<file path="src/rtl/core/kmsw_pkg.sv">
// Shared types and constants for the spanning-weight block.
// Has no dependencies. The controller, the datapath and the top level use it.
package kmsw_pkg;

  localparam int SUM_W = 24;

  typedef enum logic [3:0] {
    OP_NONE,
    OP_LOAD,
    OP_CLR,
    OP_RD0,
    OP_P1,
    OP_CMP,
    OP_WEND,
    OP_SC0,
    OP_EDGE,
    OP_FA,
    OP_FB,
    OP_SA,
    OP_SB,
    OP_OUT
  } op_t;

  typedef struct packed {
    op_t op;
  } cmd_t;

  typedef struct packed {
    logic fill_zero;
    logic fill_le1;
    logic last_j;
    logic swapped;
    logic root_hit;
    logic same_root;
    logic last_i;
    logic clr_last;
  } sts_t;

endpackage

</file>
<file path="src/rtl/core/kmsw_ctrl.sv">
// Sequencer for load, bubble sort passes, union-find scan and table clearing.
// Depends on kmsw_pkg.
module kmsw_ctrl (
  input  logic           clk,
  input  logic           rst_n,
  input  logic           start,
  input  logic           in_last_edge,
  input  kmsw_pkg::sts_t sts,
  output kmsw_pkg::cmd_t cmd,
  output logic           busy
);

  typedef enum logic [12:0] {
    S_CLR  = 13'b0000000000001,
    S_IDLE = 13'b0000000000010,
    S_P0   = 13'b0000000000100,
    S_P1   = 13'b0000000001000,
    S_CMP  = 13'b0000000010000,
    S_WEND = 13'b0000000100000,
    S_SC0  = 13'b0000001000000,
    S_E    = 13'b0000010000000,
    S_FA   = 13'b0000100000000,
    S_FB   = 13'b0001000000000,
    S_SA   = 13'b0010000000000,
    S_SB   = 13'b0100000000000,
    S_OUT  = 13'b1000000000000
  } state_t;

  state_t state_r, state_nxt;

  always_ff @(posedge clk) begin
    if (!rst_n) begin
      state_r <= S_CLR;
    end else begin
      state_r <= state_nxt;
    end
  end

  assign busy = (state_r != S_IDLE);

  always_comb begin
    state_nxt = state_r;
    cmd.op = kmsw_pkg::OP_NONE;
    case (state_r)
      S_CLR: begin
        cmd.op = kmsw_pkg::OP_CLR;
        if (sts.clr_last) state_nxt = S_IDLE;
      end
      S_IDLE: begin
        if (start) begin
          cmd.op = kmsw_pkg::OP_LOAD;
          if (in_last_edge) state_nxt = S_P0;
        end
      end
      S_P0: begin
        cmd.op = kmsw_pkg::OP_RD0;
        state_nxt = sts.fill_le1 ? S_SC0 : S_P1;
      end
      S_P1: begin
        cmd.op = kmsw_pkg::OP_P1;
        state_nxt = S_CMP;
      end
      S_CMP: begin
        cmd.op = kmsw_pkg::OP_CMP;
        if (sts.last_j) state_nxt = S_WEND;
      end
      S_WEND: begin
        cmd.op = kmsw_pkg::OP_WEND;
        state_nxt = sts.swapped ? S_P0 : S_SC0;
      end
      S_SC0: begin
        cmd.op = kmsw_pkg::OP_SC0;
        state_nxt = sts.fill_zero ? S_OUT : S_E;
      end
      S_E: begin
        cmd.op = kmsw_pkg::OP_EDGE;
        state_nxt = S_FA;
      end
      S_FA: begin
        cmd.op = kmsw_pkg::OP_FA;
        if (sts.root_hit) state_nxt = S_FB;
      end
      S_FB: begin
        cmd.op = kmsw_pkg::OP_FB;
        if (sts.root_hit) begin
          if (sts.same_root) state_nxt = sts.last_i ? S_OUT : S_E;
          else state_nxt = S_SA;
        end
      end
      S_SA: begin
        cmd.op = kmsw_pkg::OP_SA;
        state_nxt = S_SB;
      end
      S_SB: begin
        cmd.op = kmsw_pkg::OP_SB;
        state_nxt = sts.last_i ? S_OUT : S_E;
      end
      S_OUT: begin
        cmd.op = kmsw_pkg::OP_OUT;
        state_nxt = S_CLR;
      end
      default: begin
        state_nxt = S_CLR;
      end
    endcase
  end

endmodule

</file>
<file path="config.mk">
export PLATFORM = sky130hd
export DESIGN_NAME = kmsw_ctrl
export DESIGN_NICKNAME = d
export VERILOG_FILES = /design/src/rtl/core/kmsw_pkg.sv /design/src/rtl/core/kmsw_ctrl.sv
export SDC_FILE = /design/constraint.sdc
export NUM_CORES = 1
export LEC_CHECK = 0
export BUFFER_PORTS_ARGS = -buffer_cell sky130_fd_sc_hd__buf_2
export CAP_MARGIN = 40
export CORE_UTILIZATION = 44
export CTS_CLUSTER_DIAMETER = 40
export DETAILED_ROUTE_END_ITERATION = 8
export PLACE_DENSITY_LB_ADDON = 0.25
export SETUP_SLACK_MARGIN = 0.05
export SLEW_MARGIN = 40
export SYNTH_ARGS = -nofsm -noshare
export SYNTH_HDL_FRONTEND = slang
export SYNTH_SLANG_ARGS = --single-unit
</file>
<file path="constraint.sdc">
create_clock -name clk -period 4.7 [get_ports clk]
set_clock_uncertainty 0.15 [all_clocks]
set_input_delay 0.47 -clock clk [delete_from_list [all_inputs] [get_ports clk]]
set_output_delay 0.47 -clock clk [all_outputs]
set_load 0.1 [all_outputs]
</file>
==> results of run 1 <==
per-layer routing:
metal  up-vias  track usage, %
li1        498               -
met1       463            27.7
met2        31            35.6
met3         9            2.78
met4         0            7.14
met5         -               0
area by class of cell:
type	instances	area share [%]
tap	27	3.11
sequential	13	23.9
inverter	4	1.38
timing repair buffer	16	7.36
multi-input combinational	100	61.8
clock buffer	4	2.42
path summary, 6_finish.rpt:
| kind | from | to | slack, ns | depth (start not counted) |
|---|---|---|---|---|
| hold reg to reg | state_r[9]$_SDFFE_PN0P_ | state_r[9]$_SDFFE_PN0P_ | 0.48 | 2 |
| setup / recovery | state_r[0]$_SDFFE_PN1P_ | cmd[0] | 1.54 | 5 |
| setup reg to reg | state_r[8]$_SDFFE_PN0P_ | state_r[10]$_SDFFE_PN0P_ | 2.56 | 5 |
| hold / removal | sts[6] | state_r[3]$_SDFFE_PN0P_ | 0.21 | 2 |
cells by family (layout without fill, tap and decap cells):
family	after synthesis	in the layout	synth area share, %
XOR/XNOR	9	9	7.83
flip-flops	13	13	25.8
AND/OR/NAND/NOR	69	69	42.7
buffers and inverters	17	24	8.20
AO/OA/AOI/OAI	21	21	14.3
multiplexers	1	1	1.12
metrics by stage:
step / power (uW) / hold WS, ns / setup WS, ns
6_report: 429 / 0.207 / 1.54
5_1_grt: 454 / 0.220 / 1.42
4_1_cts: 431 / 0.199 / 1.56
3_5_place_dp: 357 / 0.462 / 1.89
3_3_place_gp: 355 / 0.450 / 1.91
2_1_floorplan: 331 / 0.398 / 0.644
cell usage after synthesis (4+ instances only):
cell and number:
nand4_1 6, nand2_1 9, nor2_1 11, a21oi_1 6, o21ai_0 4, nor3_1 8
nor4b_1 5, nand3_1 6, dfxtp_1 13, xor2_1 4, xnor2_1 5, clkbuf_1 5
buf_2 6, inv_1 4
worst reg2reg max path, stage by stage (launching register included):
cell	delay, ns
dfxtp_1	0.43
nor4_2	0.61
nand3_1	0.22
o221ai_2	0.33
or2_2	0.23
nor3_1	0.06
where the power goes:
group	internal (uW)	leakage (uW)	switching (uW)	total (uW)
Sequential	119	0.000105	21.0	140
Clock	33.0	0.0000150	40.0	72.9
Combinational	70.2	0.000288	146	216
==> results.toml, run 1 <==
[setup_path]
critical_path_buf_inv_count = 1
cp_cell_sequence = "nor4_4 -> nand3_4 -> or4_1 -> nand4_1 -> buf_2"
slowest_delay_ns = 0.60
crit_arrival_ns = 2.54
endpoint_kind = "output pin"
path_class = "flop to output pin"
cp.required_ns = 4.08
startpoint_type = "flop"
cp_top_family = "simple AND/OR/NAND/NOR gates"
cp_max_fo = 9
crit_slowest_cell = "nor4_4"

[global_routing]
grt_max_degree = 12
grt_usage_pct = 21.2
grt_pass1_vias = 936
antenna_found_initial = 0
overflow = 0
grt_pass1_wl_um = 4030

[timing]
fmax_mhz = 316
min_period_ns = 3.16
setup_violations = 0
fin_tns_setup_ns = 0
relSlewSlack_pct = 57.1
period_share_pct = 67.3
hold_viol = 0
worst_slew_pin_slew_ns = 0.635
drv_slew = 0
rsz0062_at_grt = "false"

[detailed_routing]
ant_nets = 0
wl_met3_um = 123
wl_um = 2370
wl_met1_um = 1080
dr.max_layer_used = "met4"
wl_met2_um = 1110
dr.pass1.iters = 4
dr.first_iter.drc_count = 47
wl_per_cell_um = 14.4
num_vias = 1001
viasPerCell = 6.10
drc = 0

[clock_tree]
cts-root-buf = "clkbuf_4"
cts_tree = "built"
clk_latency_ns = 0.28
cts_resized = 0
clock-sinks = 13
cts_buffer_depth = 2
cts_setup_buffers = 0
cts_hold_buf = 0
cts_buffers = 3
clk_pin_slew_ns = 0.09
htree_levels = 1

[placed_design]
dp_cells = 160
dp_hpwl_um = 1790
place_congestion = 0.935
place_area_um2 = 1060
portBuffers = 16

[min_path]
hp-class = "input port to flop"

[synthesis]
synth_top_area_share_pct = 25.8
syn_nets = 142
avgSynthCellArea_um2 = 7.75
synth_seq_cells = 13
yosysSeqAreaShare_pct = 25.8
netlist_area_um2 = 1010
yosysUniqueCellTypes = 40
synth_edf_count = 0
synth_top_area_cell = "dfxtp_1"
yosys_warnings = 0
netlist_instances = 130
yosys-top-cells-area = "dfxtp_1 26%, nor4b_1 4.3%, xnor2_1 4.3%"
synthArstFlopShare_pct = 0
synth_flop_cell = "dfxtp_1"

[layout]
reg_top3 = "state_r x13"
mostFrequentLayoutCell = "buf_2"
utilization_pct = 52.7
mostFrequentLayoutCells = "16 x buf_2, 13 x dfxtp_1, 11 x nor2_1, 9 x nand2_1, 8 x nor3_1"
largest_register_ffs = 13
final_layout_size_suffix_gt1_share_pct = 20.4
antenna_cells = 0
fin_area_um2 = 1090
multi_input_area_um2 = 672
nets = 150
largest-register = "state_r"
synthToLayoutAreaGrowth_pct = 7.95
fillers = 195
register_area_um2 = 260
fin_cells = 164

[power_and_ir_drop]
peakVddDrop_v = 0.000161
p_leak_uw = 0.000408
powerDensity_nw_per_um2 = 394

[floorplan]
dieArea_um2 = 2480
coreArea_um2 = 2060
start_util_pct = 48.8
die_x_um = 49.8
rows = 16
die_h_um = 49.8
ios = 17

[run]
cap_violations = 0

[status]
status = "finished clean"
Power figures use the tool's default switching activity.
==> run 2: changes to the inputs <==
==> constraint.sdc (replaced) <==
create_clock -name clk -period 3.26 [get_ports clk]
set_clock_uncertainty 0.15 [all_clocks]
set_input_delay 0.326 -clock clk [delete_from_list [all_inputs] [get_ports clk]]
set_output_delay 0.326 -clock clk [all_outputs]
set_load 0.1 [all_outputs]
==> run 2 against run 1 <==
Net effect:
- worst hold slack worse by 0.14 ns
- via count up 1.1%
- clock-buffer cell count unchanged
- critical path depth unchanged
- sequential cell count unchanged
- sequential power grew 46%
- largest cell class unchanged
==> results.toml, run 2 (synthesis gave the netlist of run 1 again) <==
[layout]
largest_register_ffs = 13
nets = 151
fillers = 196
largest-register = "state_r"
reg_top3 = "state_r x13"
mostFrequentLayoutCells = "16 x buf_2, 13 x dfxtp_1, 11 x nor2_1, 9 x nand2_1, 8 x nor3_1"
mostFrequentLayoutCell = "buf_2"
antenna_cells = 0
synthToLayoutAreaGrowth_pct = 8.70
final_layout_size_suffix_gt1_share_pct = 21.0
fin_cells = 165

[power_and_ir_drop]
p_leak_uw = 0.000413
peakVddDrop_v = 0.000248
powerDensity_nw_per_um2 = 574
power.total_uw = 628

[setup_path]
cp_cell_sequence = "nor4_2 -> and3_1 -> nand4b_1 -> o2111ai_1 -> buf_2"
cp_max_fo = 10
crit_arrival_ns = 2.41
cp_top_family = "simple AND/OR/NAND/NOR gates"
crit_slowest_cell = "nor4_2"
endpoint_kind = "output pin"
critical_path_buf_inv_count = 1
path_class = "flop to output pin"
startpoint_type = "flop"
slowest_delay_ns = 0.59
worstSetupStartpoint = "state_r[8]$_SDFFE_PN0P_"
cp.required_ns = 2.78
r2r_start = "state_r[5]$_SDFFE_PN0P_"

[global_routing]
met3_usage_pct = 4.32
use_met2_pct = 35.1
use_met1_pct = 29.5
grt_pass1_wl_um = 4260
antenna_found_initial = 0
overflow = 0
grt_usage_pct = 22.2
grt.busiest_layer = "met2"
grt_pass1_vias = 982
grt_max_degree = 12

[timing]
fmax_mhz = 346
worst_slew_pin_slew_ns = 0.623
relSlewSlack_pct = 57.9
period_share_pct = 88.5
hold_viol = 0
setup_violations = 0
min_period_ns = 2.89
fin_tns_setup_ns = 0
drv_slew = 0
rsz0062_at_grt = "false"

[floorplan]
die_x_um = 49.8
ios = 17
rows = 16
dieArea_um2 = 2480
start_util_pct = 48.8
coreArea_um2 = 2060
die_h_um = 49.8

[placed_design]
dp_cells = 161
dp_hpwl_um = 1830
portBuffers = 16
place_congestion = 0.911

[min_path]
hold_start = "sts[6]"
hp-class = "input port to flop"

[status]
status = "finished clean"

[clock_tree]
cts_buffer_depth = 2
cts_buffers = 3
cts_resized = 0
cts_tree = "built"
htree_levels = 1
clock-sinks = 13
cts-root-buf = "clkbuf_4"
cts_setup_buffers = 0
clk_pin_slew_ns = 0.08
cts_hold_buf = 0
clk_latency_ns = 0.27

[detailed_routing]
ant_nets = 0
dr.first_iter.drc_count = 43
viasPerCell = 6.13
wl_per_cell_um = 14.8
drc = 0
num_vias = 1012
wl_um = 2440
dr.pass1.iters = 4

[run]
cap_violations = 0
==> run 2: changes by cell type in the layout (fill, tap and decap cells not counted) <==
| cell | delta |
|---|---|
| o21ai_0 | -1 |
| o21ai_1 | +1 |
| buf_4 | +1 |
==> run 2: final timing paths <==
check | endpoint | slack [ns] | cells after the start
min | state_r[3]$_SDFFE_PN0P_ | 0.07 | 2
min reg2reg | state_r[3]$_SDFFE_PN0P_ | 0.48 | 2
max reg2reg | state_r[10]$_SDFFE_PN0P_ | 1.09 | 5
max | cmd[2] | 0.37 | 5
==> run 2: cell type report <==
type / instances / area (um2) / share of cell area, %
timing repair buffer: 17 / 87.6 / 8.00
tap: 27 / 33.8 / 3.09
inverter: 4 / 15.0 / 1.37
sequential: 13 / 260 / 23.8
multi-input combinational: 100 / 672 / 61.4
clock buffer: 4 / 26.3 / 2.40
==> run 2: stage by stage <==
stage          hold WS, ns  util, %  setup slack, ns  cell area (um2)
2_1_floorplan        0.254        -          -0.0466             1010
4_1_cts             0.0679     53.1            0.408             1090
3_3_place_gp         0.357     51.8            0.706             1070
6_report            0.0714     53.1            0.373             1090
5_1_grt             0.0836     53.1            0.227             1090
3_5_place_dp         0.360     51.8            0.726             1070
==> run 2: worst reg2reg max path: stages (launching register included) <==
cell	delay [ns]
dfxtp_1	0.42
or3_1	0.44
or4_1	0.45
o221ai_2	0.31
or2_2	0.23
nor3_1	0.06
==> run 2: power breakdown <==
group / internal, uW / switching, uW / leakage (uW) / total [uW]
clock: 47.4 / 54.9 / 0.0000150 / 102
sequential: 171 / 33.1 / 0.000105 / 205
combinational: 109 / 213 / 0.000293 / 321
==> run 2: routing by layer <==
layer,up-vias,wire (um)
met5,-,0
met4,0,28
met3,6,162
met2,38,1160
met1,470,1090
li1,498,-
==> run 3: changes to the inputs <==
--- a/config.mk
+++ b/config.mk
@@ -7,10 +7,11 @@
 export LEC_CHECK = 0
 export BUFFER_PORTS_ARGS = -buffer_cell sky130_fd_sc_hd__buf_2
 export CAP_MARGIN = 40
-export CORE_UTILIZATION = 44
+export CORE_UTILIZATION = 30
 export CTS_CLUSTER_DIAMETER = 40
 export DETAILED_ROUTE_END_ITERATION = 8
 export PLACE_DENSITY_LB_ADDON = 0.25
+export RECOVER_POWER = 25
 export SETUP_SLACK_MARGIN = 0.05
 export SLEW_MARGIN = 40
 export SYNTH_ARGS = -nofsm -noshare
==> run 3 against run 2 <==
Net effect:
- worst hold slack got worse by 0.012 ns
- non-clock buffer count unchanged
- register-to-register slack worse by 0.03 ns
- sequential share of layout area shrank 0.45 points
- power increased by 1.2%
- global-route usage fell by 5.9 points
- routed wire length is 4.2% higher
- sequential power hardly changed
- clock-buffer cell count unchanged
- first-iteration DRC count is the same
- sequential cell count unchanged
- final cell count is 10% higher
- critical endpoint unchanged
- highest routed layer unchanged
==> results.toml, run 3 (synthesis gave the netlist of run 1 again) <==
[status]
status = "finished clean"

[timing]
setup_violations = 0
hold_viol = 0
fin_tns_setup_ns = 0
drv_slew = 0
worst_slack_ns = 0.360
period_share_pct = 89.0
rsz0062_at_grt = "false"
relSlewSlack_pct = 53.9
worst_slew_pin_slew_ns = 0.682
min_period_ns = 2.90
whs_ns = 0.0593
fmax_mhz = 345

[clock_tree]
cts_hold_buf = 0
cts_tree = "built"
cts_buffer_depth = 2
htree_levels = 1
clock-sinks = 13
clk_latency_ns = 0.28
cts_setup_buffers = 0
cts_resized = 0
cts-root-buf = "clkbuf_4"
cts_buffers = 3
clk_pin_slew_ns = 0.09

[setup_path]
cp.required_ns = 2.78
critical_path_buf_inv_count = 1
slowest_delay_ns = 0.59
crit_slowest_cell = "nor4_2"
endpoint_kind = "output pin"
startpoint_type = "flop"
crit_arrival_ns = 2.42
cp_cell_sequence = "nor4_2 -> and3_1 -> nand4b_1 -> o2111ai_1 -> buf_2"
path_class = "flop to output pin"
cp_top_family = "simple AND/OR/NAND/NOR gates"
cp_max_fo = 10

[detailed_routing]
wl_per_cell_um = 14.0
dr.first_iter.drc_count = 43
ant_nets = 0
dr.pass1.iters = 4
num_vias = 1015
wl_um = 2540
drc = 0
viasPerCell = 5.58

[global_routing]
grt_pass1_wl_um = 4330
overflow = 0
grt_usage_pct = 16.3
grt_pass1_vias = 935
antenna_found_initial = 0
grt_max_degree = 12

[power_and_ir_drop]
peakVddDrop_v = 0.000153
p_leak_uw = 0.000413
powerDensity_nw_per_um2 = 570
power.total_uw = 636

[placed_design]
portBuffers = 16
dp_hpwl_um = 1930
place_congestion = 0.878
pre_cts_ws_ns = 0.685

[layout]
nets = 151
largest_register_ffs = 13
utilization_pct = 35.7
mostFrequentLayoutCells = "16 x buf_2, 13 x dfxtp_1, 11 x nor2_1, 9 x nand2_1, 8 x nor3_1"
fillers = 341
antenna_cells = 0
reg_top3 = "state_r x13"
largest-register = "state_r"
final_layout_size_suffix_gt1_share_pct = 21.0
register_area_um2 = 260
multi_input_area_um2 = 672
synthToLayoutAreaGrowth_pct = 10.8
mostFrequentLayoutCell = "buf_2"

[run]
cap_violations = 0

[floorplan]
die_x_um = 59.9
rows = 20
start_util_pct = 32.2
dieArea_um2 = 3590
die_h_um = 59.9
ios = 17
coreArea_um2 = 3130

[min_path]
hp-class = "input port to flop"
[run 3: per-stage QoR]
step / area (um2) / cells
global placement: 1090 / 178
detailed placement: 1090 / 178
floorplan: 1010 / 130
finish: 1120 / 182
global route: 1120 / 182
CTS: 1120 / 182
[run 3: per-layer routing]
layer | wire [um] | global-route usage (%) | vias up
met3 | 144 | 2.81 | 6
met1 | 1140 | 21.7 | 475
met2 | 1210 | 25.6 | 33
li1 | - | - | 501
met4 | 53 | 6.98 | 0
met5 | 0 | 0 | -
[run 3: worst paths after layout]
path	to	slack (ns)	depth (start not counted)	from
setup / recovery	cmd[2]	0.36	5	state_r[8]$_SDFFE_PN0P_
hold reg to reg	state_r[9]$_SDFFE_PN0P_	0.48	2	state_r[9]$_SDFFE_PN0P_
hold / removal	state_r[3]$_SDFFE_PN0P_	0.06	2	sts[6]
setup reg to reg	state_r[10]$_SDFFE_PN0P_	1.06	5	state_r[1]$_SDFFE_PN0P_
[run 3: final cells by class]
class / count / share of cell area (%)
multi-input combinational: 100 / 60.2
sequential: 13 / 23.3
timing repair buffer: 17 / 7.85
tap: 44 / 4.93
clock buffer: 4 / 2.35
inverter: 4 / 1.35
[run 3: power breakdown]
part	switching [uW]	internal, uW
clock	58.0	47.5
combinational	218	109
sequential	31.6	171
